--- config.mk ---
export PLATFORM = sky130hd
export DESIGN_NAME = inclinometer_frame_sync_decoder
export DESIGN_NICKNAME = d
export VERILOG_FILES = /design/src/sv/ifsd_pkg.sv /design/src/sv/ifsd_sync.sv /design/src/sv/ifsd_out.sv /design/src/sv/inclinometer_frame_sync_decoder.sv
export SDC_FILE = /design/constraint.sdc
export NUM_CORES = 1
export LEC_CHECK = 0
export ABC_AREA = 1
export BUFFER_PORTS_ARGS = -buffer_cell sky130_fd_sc_hd__buf_2
export CAP_MARGIN = 20
export CORE_ASPECT_RATIO = 0.75
export CORE_MARGIN = 2
export CORE_UTILIZATION = 45
export DETAILED_ROUTE_END_ITERATION = 7
export GPL_TIMING_DRIVEN = 0
export PLACE_DENSITY = 0.73
export SETUP_SLACK_MARGIN = 0.1
export SKIP_LAST_GASP = 1
export SYNTH_ARGS = -nofsm -noshare
export SYNTH_HDL_FRONTEND = slang
export SYNTH_SLANG_ARGS = --single-unit
--- constraint.sdc ---
create_clock -name clk -period 4.4 [get_ports clk]
set_clock_uncertainty 0.2 [all_clocks]
set_input_delay 0.88 -clock clk [delete_from_list [all_inputs] [get_ports clk]]
set_output_delay 0.88 -clock clk [all_outputs]
set_load 0.02 [all_outputs]
--- src/sv/ifsd_pkg.sv ---
// ---------------------------------------------------------------------------
// ifsd_pkg
// Shared types and constants for the inclinometer frame sync decoder.
// ---------------------------------------------------------------------------
package ifsd_pkg;

	// Header bytes that open every frame
	localparam logic [7:0] HEADER_FIRST  = 8'h61;
	localparam logic [7:0] HEADER_SECOND = 8'h22;

	// Raw sensor value that stands for zero tilt
	localparam logic [24:0] ANGLE_OFFSET = 25'd3000000;

	// Field widths
	localparam int BYTE_W  = 8;
	localparam int RAW_W   = 24;
	localparam int ANGLE_W = 25;
	localparam int POS_W   = 6;
	localparam int ANGLE_BYTES_W = 48;

	// Sync phase, one-hot
	typedef enum logic [2:0] {
		PH_HUNT    = 3'b001,
		PH_SAW     = 3'b010,
		PH_COLLECT = 3'b100
	} phase_t;

	// Raw angles of a completed frame
	typedef struct packed {
		logic [RAW_W-1:0] x_raw;
		logic [RAW_W-1:0] y_raw;
	} frame_t;

endpackage

--- src/sv/ifsd_sync.sv ---
// ---------------------------------------------------------------------------
// ifsd_sync
// Header hunt and frame collection: tracks the sync phase and frame
// position, stores frame bytes 2..7 and flags the last byte of a frame.
// ---------------------------------------------------------------------------
module ifsd_sync #(
	parameter int FRAME_BYTES = 12
) (
	input  logic                       clk,
	input  logic                       arst_n,
	input  logic                       step,
	input  logic [ifsd_pkg::BYTE_W-1:0] rx_byte,
	output logic                       frame_done,
	output ifsd_pkg::frame_t           frame
);

	localparam logic [ifsd_pkg::POS_W-1:0] LAST_POS = ifsd_pkg::POS_W'(FRAME_BYTES - 1);

	ifsd_pkg::phase_t                       phase_q, phase_nx;
	logic [ifsd_pkg::POS_W-1:0]             pos_q, pos_nx;
	logic [ifsd_pkg::ANGLE_BYTES_W-1:0]     bytes_q, bytes_nx;

	// Drop the current byte into its slot while collecting
	always_comb begin
		bytes_nx = bytes_q;
		if (phase_q == ifsd_pkg::PH_COLLECT) begin
			for (int k = 0; k < 6; k++) begin
				if (pos_q == ifsd_pkg::POS_W'(k + 2)) begin
					bytes_nx[8*k +: 8] = rx_byte;
				end
			end
		end
	end

	assign frame_done  = (phase_q == ifsd_pkg::PH_COLLECT) && (pos_q >= LAST_POS);
	assign frame.y_raw = bytes_nx[23:0];
	assign frame.x_raw = bytes_nx[47:24];

	// Advance the sync phase; an unknown code hunts
	always_comb begin
		phase_nx = ifsd_pkg::PH_HUNT;
		pos_nx   = '0;
		unique case (phase_q)
			ifsd_pkg::PH_COLLECT: begin
				if (!frame_done) begin
					phase_nx = ifsd_pkg::PH_COLLECT;
					pos_nx   = pos_q + 1'b1;
				end
			end
			ifsd_pkg::PH_SAW: begin
				if (rx_byte == ifsd_pkg::HEADER_SECOND) begin
					phase_nx = ifsd_pkg::PH_COLLECT;
					pos_nx   = ifsd_pkg::POS_W'(2);
				end else if (rx_byte == ifsd_pkg::HEADER_FIRST) begin
					phase_nx = ifsd_pkg::PH_SAW;
					pos_nx   = ifsd_pkg::POS_W'(1);
				end
			end
			default: begin
				if (rx_byte == ifsd_pkg::HEADER_FIRST) begin
					phase_nx = ifsd_pkg::PH_SAW;
					pos_nx   = ifsd_pkg::POS_W'(1);
				end
			end
		endcase
	end

	// Hold state until a byte steps through
	always_ff @(posedge clk or negedge arst_n) begin
		if (!arst_n) begin
			phase_q <= ifsd_pkg::PH_HUNT;
			pos_q   <= '0;
			bytes_q <= '0;
		end else if (step) begin
			phase_q <= phase_nx;
			pos_q   <= pos_nx;
			bytes_q <= bytes_nx;
		end
	end

endmodule

--- src/sv/ifsd_out.sv ---
// ---------------------------------------------------------------------------
// ifsd_out
// Result register: removes the zero-tilt offset from both raw angles and
// holds the result item until the downstream side takes it.
// ---------------------------------------------------------------------------
module ifsd_out (
	input  logic             clk,
	input  logic             arst_n,
	input  logic             load,
	input  ifsd_pkg::frame_t frame,
	output logic             out_free,
	output logic             m_tvalid,
	input  logic             m_tready,
	output logic [55:0]      m_tdata
);

	logic                          valid_q;
	logic [ifsd_pkg::ANGLE_W-1:0]  x_q, y_q;

	assign out_free = !valid_q || m_tready;

	// Track occupancy of the result register
	always_ff @(posedge clk or negedge arst_n) begin
		if (!arst_n) begin
			valid_q <= 1'b0;
		end else if (load) begin
			valid_q <= 1'b1;
		end else if (m_tready) begin
			valid_q <= 1'b0;
		end
	end

	// Subtract the offset as the result is loaded
	always_ff @(posedge clk) begin
		if (load) begin
			x_q <= {1'b0, frame.x_raw} - ifsd_pkg::ANGLE_OFFSET;
			y_q <= {1'b0, frame.y_raw} - ifsd_pkg::ANGLE_OFFSET;
		end
	end

	assign m_tvalid = valid_q;
	assign m_tdata  = {6'b0, y_q, x_q};

endmodule

--- src/sv/inclinometer_frame_sync_decoder.sv ---
// ---------------------------------------------------------------------------
// inclinometer_frame_sync_decoder
// Byte-stream deframer for a dual-axis inclinometer link.
// ---------------------------------------------------------------------------
// Takes one received byte per item and hunts for the header 0x61 0x22,
// sliding one byte on a mismatch. After a header it collects the rest of a
// FRAME_BYTES-long frame and, on its last byte, emits one item with X from
// bytes 5..7 and Y from bytes 2..4 (little-endian, minus 3000000, in units of
// 1e-5 degree). The block accepts one byte every cycle unless a frame's last
// byte waits for the result register. A result is presented once the frame's
// last byte is accepted, is decoded out of the input register and lands in
// the result register. A stalled output holds one result while bytes keep
// flowing until the next frame's last byte reaches the input register, which
// then waits for the result register to free.
module inclinometer_frame_sync_decoder #(
	parameter int FRAME_BYTES = 12
) (
	input  logic        clk,
	input  logic        arst_n,
	input  logic        s_tvalid,
	output logic        s_tready,
	input  logic [7:0]  s_tdata,   // [7:0] rx_byte
	output logic        m_tvalid,
	input  logic        m_tready,
	output logic [55:0] m_tdata    // [24:0] x_angle, [49:25] y_angle, [55:50] zero
);

	logic                         v_s1;
	logic [ifsd_pkg::BYTE_W-1:0]  byte_s1;
	logic                         frame_done;
	ifsd_pkg::frame_t             frame;
	logic                         out_free;
	logic                         advance;
	logic                         load;

	// Move the registered byte on unless its result has nowhere to go
	assign advance  = v_s1 && (!frame_done || out_free);
	assign load     = v_s1 && frame_done && out_free;
	assign s_tready = !v_s1 || advance;

	// Input register
	always_ff @(posedge clk or negedge arst_n) begin
		if (!arst_n) begin
			v_s1 <= 1'b0;
		end else if (s_tready) begin
			v_s1 <= s_tvalid;
		end
	end

	always_ff @(posedge clk) begin
		if (s_tready && s_tvalid) begin
			byte_s1 <= s_tdata;
		end
	end

	ifsd_sync #(
		.FRAME_BYTES(FRAME_BYTES)
	) u_sync (
		.clk        (clk),
		.arst_n     (arst_n),
		.step       (advance),
		.rx_byte    (byte_s1),
		.frame_done (frame_done),
		.frame      (frame)
	);

	ifsd_out u_out (
		.clk      (clk),
		.arst_n   (arst_n),
		.load     (load),
		.frame    (frame),
		.out_free (out_free),
		.m_tvalid (m_tvalid),
		.m_tready (m_tready),
		.m_tdata  (m_tdata)
	);

	// An accepted byte lands in the input register
	a_accept_fills: assert property (@(posedge clk) disable iff (!arst_n)
		s_tvalid && s_tready |=> v_s1)
		else $error("accepted item missing from input register");

	// A finished frame always shows up at the output
	a_load_shows: assert property (@(posedge clk) disable iff (!arst_n)
		load |=> m_tvalid)
		else $error("loaded result not presented");

	// An empty input register never blocks the input
	a_empty_ready: assert property (@(posedge clk) disable iff (!arst_n)
		!v_s1 |-> s_tready)
		else $error("input stalled while input register empty");

endmodule

* Word level (Yosys, flattened, before mapping) *
Index checks and enable logic that the tools add are counted.

storage, ports and cells
  register bits = 117
  input port bits = 12
  output and inout port bits = 58
  word-level logic and storage cells = 51

cells by class
  add/sub/neg operators = 3
  magnitude comparators = 1
  equality and inequality tests = 10
  mux-type cells = 17
  reduce and logical (&&, ||, !) cells = 12

operators by type and width
  cell                                                                count
  subtractor 24 x 22 -> 25 bit (second input constant)                2
  two-way mux 48 bit                                                  1
  two-way mux 8 bit                                                   6
  equality test 6 x 3 -> 1 bit (second input constant)                4
  equality test 6 x 2 -> 1 bit (second input constant)                2
  two-way mux 6 bit                                                   2
  case mux 6 bit (2 select lines)                                     1
  equality test 8 x 6 -> 1 bit (second input constant)                1
  equality test 8 x 7 -> 1 bit (second input constant)                1
  adder 6 x 1 -> 6 bit (second input constant)                        1
  greater-or-equal comparator 6 x 4 -> 1 bit (second input constant)  1
  two-way mux 3 bit                                                   2
  case mux 3 bit (2 select lines)                                     1
  logical AND 1 bit                                                   5
  equality test 3 x 2 -> 1 bit (second input constant)                1
  equality test 3 bit (second input constant)                         1
  zero test 1 bit                                                     3
  logical OR 1 bit                                                    3
  two-way mux 1 bit                                                   3
  two-way mux 2 bit                                                   1
  nonzero test 2 bit                                                  1

* Logic depth before layout (Yosys ltp) *
Gate-level depths: netlist (run 1).

  depth after elaboration = 7
  mapped depth = 17
  mapped depth without buffers = 17

* By module *
A second synthesis (run 1) with hierarchy kept.

unflattened totals
  cells, all modules = 725
  area total of the unflattened synthesis = 6213.5 um^2

modules (own cells, without submodules)
  module                           instances  cells an instance  area an instance (um^2)  seq. area each (um^2)
  ifsd_sync                        1          454                3393.3                   1427.6
  ifsd_out                         1          253                2516.2                   1526.5
  inclinometer_frame_sync_decoder  1          18                 304.0                    265.3

* Worst setup path before layout (run 1) *
OpenSTA, ideal clock, no wires.

  kind = register -> register
  from = reg u_sync.pos_q[0] in the netlist's numbering
  to = reg u_out.x_q[0] in the netlist's numbering, enable pin
  setup time = 0.458 ns
  arrival = 3.194 ns
  required time = 3.742 ns
  setup slack = 0.548 ns
  stages on the path, launching flop included = 10
  path buffers = 0
  period minus slack after synthesis = 3.852 ns
  path through = dfrtp_1 > ha_1 > inv_1 > nand2_1 > nand2_1 > nand3_1 > nand3_1 > nor2_1 > inv_1 > nor2_1

between the ends
  cells in the longest elaborated chain, start to end = 4

ends and longest elaborated chain
  item                                        RTL line                               text
  start: declaration                          ifsd_sync.sv:20                        logic [ifsd_pkg::POS_W-1:0] pos_q, pos_nx;
  start signal: assignment                    ifsd_sync.sv:76                        pos_q <= pos_nx;
  greater-or-equal comparator 6 x 4 -> 1 bit  ifsd_sync.sv:35                        assign frame_done = (phase_q == ifsd_pkg::PH_COLLECT) && (pos_q >= LAST_POS);
  logical AND 1 bit                           ifsd_sync.sv:35
  logical AND 1 bit (2 in series)             inclinometer_frame_sync_decoder.sv:38  assign load = v_s1 && frame_done && out_free;
  via load                                    inclinometer_frame_sync_decoder.sv:34  logic load;
  end signal: assignment                      ifsd_out.sv:36                         x_q <= {1'b0, frame.x_raw} - ifsd_pkg::ANGLE_OFFSET;
  end: declaration                            ifsd_out.sv:18                         logic [ifsd_pkg::ANGLE_W-1:0] x_q, y_q;

The timed path passes the listed nets, and every way through them passes these cells.
A chain may end at the register's enable or synchronous reset.

* Worst setup path after layout (run 1) *
  from = reg u_sync.pos_q[0] in the netlist's numbering
  to = out s_tready

between the ends
  cells in the longest elaborated chain, start to end = 6

ends and longest elaborated chain
  item                                        RTL line                               text
  greater-or-equal comparator 6 x 4 -> 1 bit  ifsd_sync.sv:35
  logical AND 1 bit                           ifsd_sync.sv:35
  zero test 1 bit                             -
  logical OR 1 bit                            inclinometer_frame_sync_decoder.sv:37  assign advance = v_s1 && (!frame_done || out_free);
  logical AND 1 bit                           inclinometer_frame_sync_decoder.sv:37
  logical OR 1 bit                            inclinometer_frame_sync_decoder.sv:39  assign s_tready = !v_s1 || advance;
  end: declaration                            inclinometer_frame_sync_decoder.sv:21  output logic s_tready,

No other way between the ends.

==> results of run 1 <==
cell families (layout without fill, tap and decap cells):
group | after synthesis | after routing | share of synthesized area (%)
fa+ha+maj | 5 | 5 | 1.023
other cells | 1 | 6 | 0.06130
flops | 117 | 117 | 52.63
xor+xnor | 13 | 13 | 1.861
simple gates | 357 | 357 | 26.41
buf+inv | 108 | 205 | 7.691
compound gates | 97 | 97 | 10.33
through the flow:
stage,cell area [µm²],cells,power (mW)
2_1_floorplan,6136,703,1.248
3_3_place_gp,6665,937,1.288
3_5_place_dp,6713,939,1.293
4_1_cts,7347,971,2.761
5_1_grt,7347,971,2.831
6_report,7347,971,2.749
routing by layer:
metal	routed length [µm]	vias up	GRT usage (%)
li1	-	2413	-
met4	168	0	5.483
met2	6363	164	31.19
met3	939	18	5.775
met1	6444	2253	28.13
met5	0	-	0
worst min-delay path, stage by stage, from the launching register on:
cell and delay (ns):
dfrtp_1 0.34, nand2_1 0.05, nand2_1 0.06
synth_stat cells:
master    instances
a21boi_0          1
a21oi_1          10
a21oi_2           4
a22oi_1           1
a31oi_1           2
buf_2             5
buf_4             6
buf_6             3
buf_8             1
clkbuf_1          8
clkinv_1          1
conb_1            1
dfrtp_1          58
dfstp_2           1
edfxtp_1         58
ha_1              5
inv_1            74
inv_2             9
inv_4             1
nand2_1         227
nand2_2          15
nand2_4           8
nand3_1          35
nand3b_1          1
nand4_1           7
nor2_1           39
nor2_2            8
nor2_4            8
nor2_8            1
nor3_1            6
nor3_2            1
nor4_1            1
o211ai_1          1
o21a_1            1
o21ai_0          49
o21ai_1           6
o21ai_2          16
o21ai_4           5
o21bai_1          1
xnor2_1           2
xor2_1           11
flip-flops by register name (all words and copies together) (netlist names), named ones only:
name	count
u_sync.bytes_q	47
u_out.x_q	25
u_out.y_q	25
byte_s1	8
u_sync.pos_q	6
u_sync.phase_q	3
u_out.m_tvalid	1
v_s1	1
how the worst min path moves through the flow:
stage / cells past startpoint / endpoint / from
2_1_floorplan: 2 / u_sync.bytes_q[31] / u_sync.bytes_q[31]
3_3_place_gp: 2 / u_sync.bytes_q[29] / u_sync.bytes_q[29]
3_5_place_dp: 2 / u_sync.bytes_q[15] / u_sync.bytes_q[15]
4_1_cts: 2 / u_sync.bytes_q[29] / u_sync.bytes_q[29]
5_1_grt: 2 / u_sync.bytes_q[2] / u_sync.bytes_q[2]
6_report: 2 / u_sync.bytes_q[29] / u_sync.bytes_q[29]
power groups by stage:
stage          clock, mW  combinational, mW  sequential (mW)
2_1_floorplan          0             0.0589             1.19
6_report            1.48             0.0988             1.17
3_3_place_gp           0             0.0940             1.19
4_1_cts             1.49             0.0991             1.17
5_1_grt             1.55              0.111             1.18
3_5_place_dp           0             0.0980             1.19
layout by cell type, fill, tap and decap left out, types with 2 or more instances in the layout:
cell / count
buf_2: 68
clkbuf_1: 8
conb_1: 6
nor2_4: 9
clkinvlp_4: 3
nor2_1: 38
edfxtp_1: 58
o21ai_4: 5
o21ai_2: 16
a31oi_1: 2
nand2_1: 227
bufinv_16: 3
o21ai_0: 49
nand3_1: 35
nand2_4: 8
buf_4: 6
nor2_2: 8
dfrtp_1: 58
inv_1: 74
xor2_1: 11
a21oi_1: 10
nor3_1: 6
nand2_2: 15
inv_6: 3
xnor2_1: 2
clkbuf_16: 18
ha_1: 5
a21oi_2: 4
buf_12: 2
buf_6: 3
inv_2: 9
nand4_1: 7
o21ai_1: 6
clkinv_4: 3
final cells by class:
cell class | count | area (µm²) | share of cell area (%)
clock inverter | 13 | 170.2 | 2.316
inverter | 85 | 321.6 | 4.377
tap | 171 | 214.0 | 2.912
buffer | 23 | 148.9 | 2.027
multi-input combinational | 478 | 2454 | 33.40
clock buffer | 19 | 464.2 | 6.318
timing repair buffer | 65 | 355.3 | 4.837
sequential | 117 | 3219 | 43.82
==> key figures, run 1 <==
Routing
  – Antenna Nets Post-Route: 0
  – 1st-iter DRT viols: about 440
  – Via count: roughly 4800
  – First-pass DRT Iterations: 5
  – Vias/cell: 4.993
  – DRT Wirelength: 13920 µm
  – # DRC: 0
  – WL/cell: ~14 µm

Critical path
  – CP bufs+invs: 2
  – CP Capture Type: output pin
  – Delay-heaviest family, CP: simple AND/OR/NAND/NOR gates
  – Critical Path AT: 1.91 ns
  – Setup crit start kind: register
  – Crit-path slowest cell: dfrtp_1
  – Worst R2R End: u_out.y_q[16]
  – R2R depth: 15
  – Crit Path Category: register to output pin
  – CP Cell Sequence: ha_1 > inv_1 > nand2_1 > nand2_1 > nand3_1 > nand3_1 > nor2_1 > nand2_1 > buf_2
  – FF-to-FF setup slack: between 1.5 and 2 ns
  – Reg-to-reg critical path startpoint: u_sync.pos_q[0]
  – Largest fanout on the critical path: 4
  – Worst stage delay on the critical path: ~0.41 ns
  – Most frequent CP cell: nand2_1
  – End of the critical path: s_tready
  – Critical Path RT: 3.32 ns
  – CP Launch Point: u_sync.pos_q[0]
  – Critical path depth: 9

CTS
  – Root buffer cell: clkbuf_16
  – Post_cts resized: 0
  – Post-CTS Setup Inserts: 0
  – CTS H-tree lvls: 4
  – Clock Latency Late Sink: between 0.4 and 0.5 ns
  – TritonCTS clock tree: built
  – Hold-fix buffers, CTS: 0
  – Clock Path Buffers: 2
  – Clk sinks: 117
  – Clock-pin slew on the worst setup and hold paths: 0.06 ns
  – Cts bufs inserted: 17

GRT
  – Vias in the first global route: between 4000 and 5000
  – Total grt overflow: 0
  – First-pass GRT wire length: approximately 23000 µm
  – Overall Global Routing Usage: a little over 20%
  – Initial antenna violation count: 0
  – Largest net degree at the start of global routing: 33

Timing
  – Final Worst Setup Slack: about 1.4 ns
  – F_max: between 300 and 400 MHz
  – Final period util: between 60% and 70%
  – Crit path time final: 2.989 ns
  – RSZ-0062 raised after global routing: false
  – Slew at the pin with the worst max-slew slack: approximately 0.66 ns
  – Setup violators final: 0
  – Fin Hold WS: 0.2790 ns
  – Setup TNS: 0 ns
  – Pins over their slew limit: 0
  – Fin. Hold Viols: 0
  – Max-slew headroom: around 56%

Pwr
  – Peak VDD IR: roughly 0.00031 V
  – Pint: 2.130 mW
  – Part of the power in registers: roughly 43%
  – Leakage power: about 3.6 nW
  – Switching Fraction: about 22%
  – PwrDens: between 300 and 400 nW/µm²
  – Comb pwr share: around 3.6%
  – Net load switching power: about 0.6 mW
  – Clock power frac: a little over half

Synth
  – Yosys warning total: 0
  – Register area share after synthesis: between 50% and 60%
  – Distinct cells, synth: 41
  – Mapped Cells: 698
  – Area leader, netlist: edfxtp_1
  – Syn avg cell area: just under 9 µm²
  – Synthesized flop and latch total: about 120
  – Mapped cell area: approximately 6100 µm²
  – Main area contributors after synthesis: edfxtp_1, dfrtp_1, nand2_1
  – Yosys top cell area share: 28.47%

Die
  – Die area: ~15000 µm²
  – Width of the die: between 100 and 150 µm
  – Die height: around 100 µm
  – Io pins: 70
  – Initial Util: approximately 47%
  – Placeable core region: approximately 13000 µm²
  – # rows: 36

Placement
  – GPL Wtd Cong: 0.8181
  – Input/output buffers: between 60 and 70
  – Pre-CTS setup slack: approximately 1.7 ns
  – Dpl hpwl: 9692 µm

Final layout
  – Final Net Count: around 800
  – Ant diodes: 0
  – Area delta synth->final: 20.11%
  – Share of layout cells above drive strength 1: 23.75%
  – Fillers: 1157
  – Util after Layout: between 50% and 60%

Run
  – Max-cap viol count: 0

Worst hold path
  – Class of the worst hold path: register to register

Outcome
  – Status: finished, final reports clean
Note: power is estimated with default switching activity, not from simulation.
==> run 2: changes to the inputs <==
- ABC_AREA: 1 -> 0
- PLACE_DENSITY: 0.73 -> 0.76
- clock period: 4.4 -> 2.5 ns (I/O delays scaled with it)
==> run 2 against run 1 <==
Against the previous run:
- the flow now finishes with violations (negative setup slack)
- routed wire length is 33% higher
- die area is 4.1% lower
- clock power is 53% higher
- register-to-register slack worse by 2.3 ns
- core utilization is 9.4 points higher
- largest cell class unchanged
==> key figures, run 2 <==
Critical path
  – Reg-to-reg critical path startpoint: u_sync.pos_q[0]
  – Largest fanout on the critical path: 4 (unchanged)
  – CP Capture Type: register
  – Worst stage delay on the critical path: 0.51 ns (+0.10 ns)
  – CP Cell Sequence: inv_2 > ha_4 > and4bb_2 > nand2_4 > a2111o_1 > a211oi_4 > buf_6 > buf_6 > o31ai_4 > xnor2_1 > mux2i_1
  – CP Launch Point: u_sync.pos_q[0]
  – Crit-path slowest cell: a2111o_1
  – Setup crit start kind: register
  – Most frequent CP cell: buf_6
  – Delay-heaviest family, CP: compound AO/OA/AOI/OAI gates
  – Critical Path RT: 2.45 ns (-0.87 ns)
  – Critical Path AT: 3.11 ns (+1.20 ns)
  – Crit Path Category: register to register
  – CP bufs+invs: 3 (+1)

Synth
  – Cell with the most instances after synthesis: nand2_1
  – Synthesized flop and latch total: 117 (unchanged)
  – Yosys warning total: 0 (unchanged)
  – Synth Flop Type: edfxtp_1
  – Synth cell count leaders: nand2_1, dfrtp_1, edfxtp_1
  – Syn avg cell area: 11.38 µm² (+30%)
  – Yosys top cell area share: 29.72% (+1.3 points)
  – Register area share after synthesis: 54.94% (+2.3 points)
  – Post-synth EDFFs: 58 (unchanged)
  – Async set-reset flop share out of synthesis: 50.43% (unchanged)
  – Main area contributors after synthesis: edfxtp_1, dfrtp_1, mux2_2
  – Area leader, netlist: edfxtp_1
  – Mapped cell area: 5859 µm² (-4.2%)
  – Mapped Cells: 515 (-26%)
  – Distinct cells, synth: 53 (+29%)

Final layout
  – Largest regs: u_sync.bytes_q (47), u_out.x_q (25), u_out.y_q (25)
  – Commonest non-fill, non-tap cell in the layout: nand2_1
  – Area of the multi-input gates: 3148 µm² (+28%)
  – Fillers: 885 (-24%)
  – Most frequent cells in the layout: nand2_1, buf_2, edfxtp_1, dfrtp_1, buf_4
  – Biggest register: u_sync.bytes_q
  – Share of layout cells above drive strength 1: 48.19% (+24 points)
  – Ant diodes: 0 (unchanged)
  – Area delta synth->final: 42.94%
  – Final Net Count: 693 (-14%)
  – FF/Latch Area: 3227 µm² (+0.23%)
  – Max reg flops: 47 (unchanged)
  – Final Instance Area: 8376 µm² (+14%)

CTS
  – Cts bufs inserted: 17 (unchanged)
  – CTS H-tree lvls: 4 (unchanged)
  – Clock Latency Late Sink: 0.42 ns (about the same)
  – Clock-pin slew on the worst setup and hold paths: 0.05 ns (about the same)
  – Root buffer cell: clkbuf_16
  – Clock Path Buffers: 2 (unchanged)
  – TritonCTS clock tree: built
  – Clk sinks: 117 (unchanged)

Worst hold path
  – Class of the worst hold path: primary input to register
  – Hold wc startpoint: s_tdata[2]

Timing
  – Final period util: 126.2%
  – Pins over their slew limit: 0 (unchanged)
  – RSZ-0062 raised after global routing: true
  – Crit path time final: 3.155 ns
  – Fin Hold WS: 0.05176 ns (-0.2272 ns)
  – Max-slew headroom: 44.52% (-11 points)
  – Final Worst Setup Slack: -0.6551 ns (-2.066 ns)
  – Slew at the pin with the worst max-slew slack: 0.8321 ns (+0.1688 ns)
  – Setup violators final: 48 (+48)
  – Fin. Hold Viols: 0 (unchanged)
  – F_max: ~320 MHz

Routing
  – WL/cell: 21.50 µm (+50%)
  – Via count: 4992 (+3.0%)
  – Vias/cell: 5.805 (+16%)
  – First-pass DRT Iterations: 6 (+1)
  – Antenna Nets Post-Route: 0 (unchanged)
  – 1st-iter DRT viols: 612 (+38%)
  – DRT Wirelength: 18490 µm (+33%)
  – # DRC: 0 (unchanged)

Pwr
  – Leakage power: 3.663 nW (+2.1%)
  – PwrDens: 630.0 nW/µm² (+68%)
  – Peak VDD IR: 0.0005182 V (+65%)

GRT
  – Largest net degree at the start of global routing: 31 (-6.1%)
  – Initial antenna violation count: 0 (unchanged)
  – Overall Global Routing Usage: 24.21% (+4.0 points)
  – Total grt overflow: 0 (unchanged)
  – First-pass GRT wire length: 25010 µm (+8.2%)
  – Vias in the first global route: 4684 (+2.2%)

Die
  – Initial Util: 45.64% (-0.87 points)
  – Io pins: 70 (unchanged)
  – # rows: 36 (unchanged)
  – Width of the die: 135.8 µm (-2.1%)
  – Placeable core region: 12840 µm² (-2.4%)
  – Die area: 13960 µm² (-4.1%)
  – Die height: 102.8 µm (-2.0%)

Placement
  – Dpl hpwl: 9513 µm (-1.8%)
  – Placed inst area: 6543 µm² (-2.5%)
  – Pre-CTS setup slack: -0.9396 ns (-2.613 ns)
  – Input/output buffers: 63 (unchanged)
  – GPL Wtd Cong: 0.9001 (+10%)

Outcome
  – Status: finished with violations
  – Violations in the final reports: negative setup slack

Run
  – Max-cap viol count: 0 (unchanged)
-- run 2: changes by cell type after synthesis, moves of 16 or more --
| cell | delta |
|---|---|
| o21ai_2 | -16 |
| nand2_1 | -135 |
| mux2i_1 | +27 |
| nand3_1 | -26 |
| inv_1 | -67 |
| mux2_2 | +45 |
| o21ai_0 | -30 |
| xnor2_1 | +21 |
-- run 2: cell type report --
type,count,area share [%]
Buffer,27,2.032
Clock buffer,21,5.497
Clock inverter,11,1.001
Inverter,7,0.3137
Multi-Input combinational cell,370,37.59
Sequential cell,117,38.53
Tap cell,171,2.555
Timing Repair Buffer,136,12.49
-- run 2: stage by stage --
stage | utilization (%) | std cells | power [mW] | setup TNS (ns)
finish | 65.24 | 860 | 5.276 | -13.91
detailed placement | 50.96 | 756 | 2.750 | -24.40
global route | 65.24 | 860 | 5.434 | -19.34
floorplan | - | 520 | 2.593 | -4.669
CTS | 61.26 | 839 | 5.113 | -7.033
global placement | 50.59 | 754 | 2.723 | -33.22
-- run 2: cell families (layout without fill, tap and decap cells) --
kind of cell	after synthesis	in the layout	synth area share [%]
flops	117	117	54.94
compound gates	74	74	8.093
mux	72	72	13.26
xor+xnor	39	39	5.829
buf+inv	35	202	2.648
other cells	1	6	0.06400
simple gates	172	174	14.09
fa+ha+maj	5	5	1.068
-- run 2: final timing paths --
kind | endpoint | cells past startpoint | slack [ns]
worst min-delay path | byte_s1[2] | 1 | 0.05
min in group asynchronous | u_sync.bytes_q[29] | 2 | 0.49
worst max register to register | u_out.x_q[22] | 11 | -0.66
max in group asynchronous | u_sync.pos_q[2] | 3 | 0.98
worst max-delay path | u_out.x_q[22] | 11 | -0.66
worst min register to register | u_sync.bytes_q[29] | 2 | 0.27
-- run 2: routing by layer --
layer | global-route usage [%] | routed length [µm] | vias up
met2 | 37.92 | 8859 | 325
met1 | 31.35 | 7231 | 2426
met3 | 6.391 | 1630 | 92
met4 | 12.66 | 770 | 0
met5 | 0 | 0 | -
li1 | - | - | 2149
-- run 2: timing repair --
action / in CTS / in global routing
endpoints found under the setup margin: 126 / 114
buffers inserted: 50 / 23
gates resized for setup: 98 / 83
hold buffers: 1 / 0
hold endpoints to repair: 28 / 0
pin swaps: 31 / 38
gates cloned: 1 / 1
-- run 2: power by group --
group          leakage (nW)  internal, mW  switching [mW]  total, mW
Sequential             1.32          2.14          0.0821       2.22
Clock                 0.270          1.40           0.861       2.26
Combinational          2.07         0.362           0.436      0.798
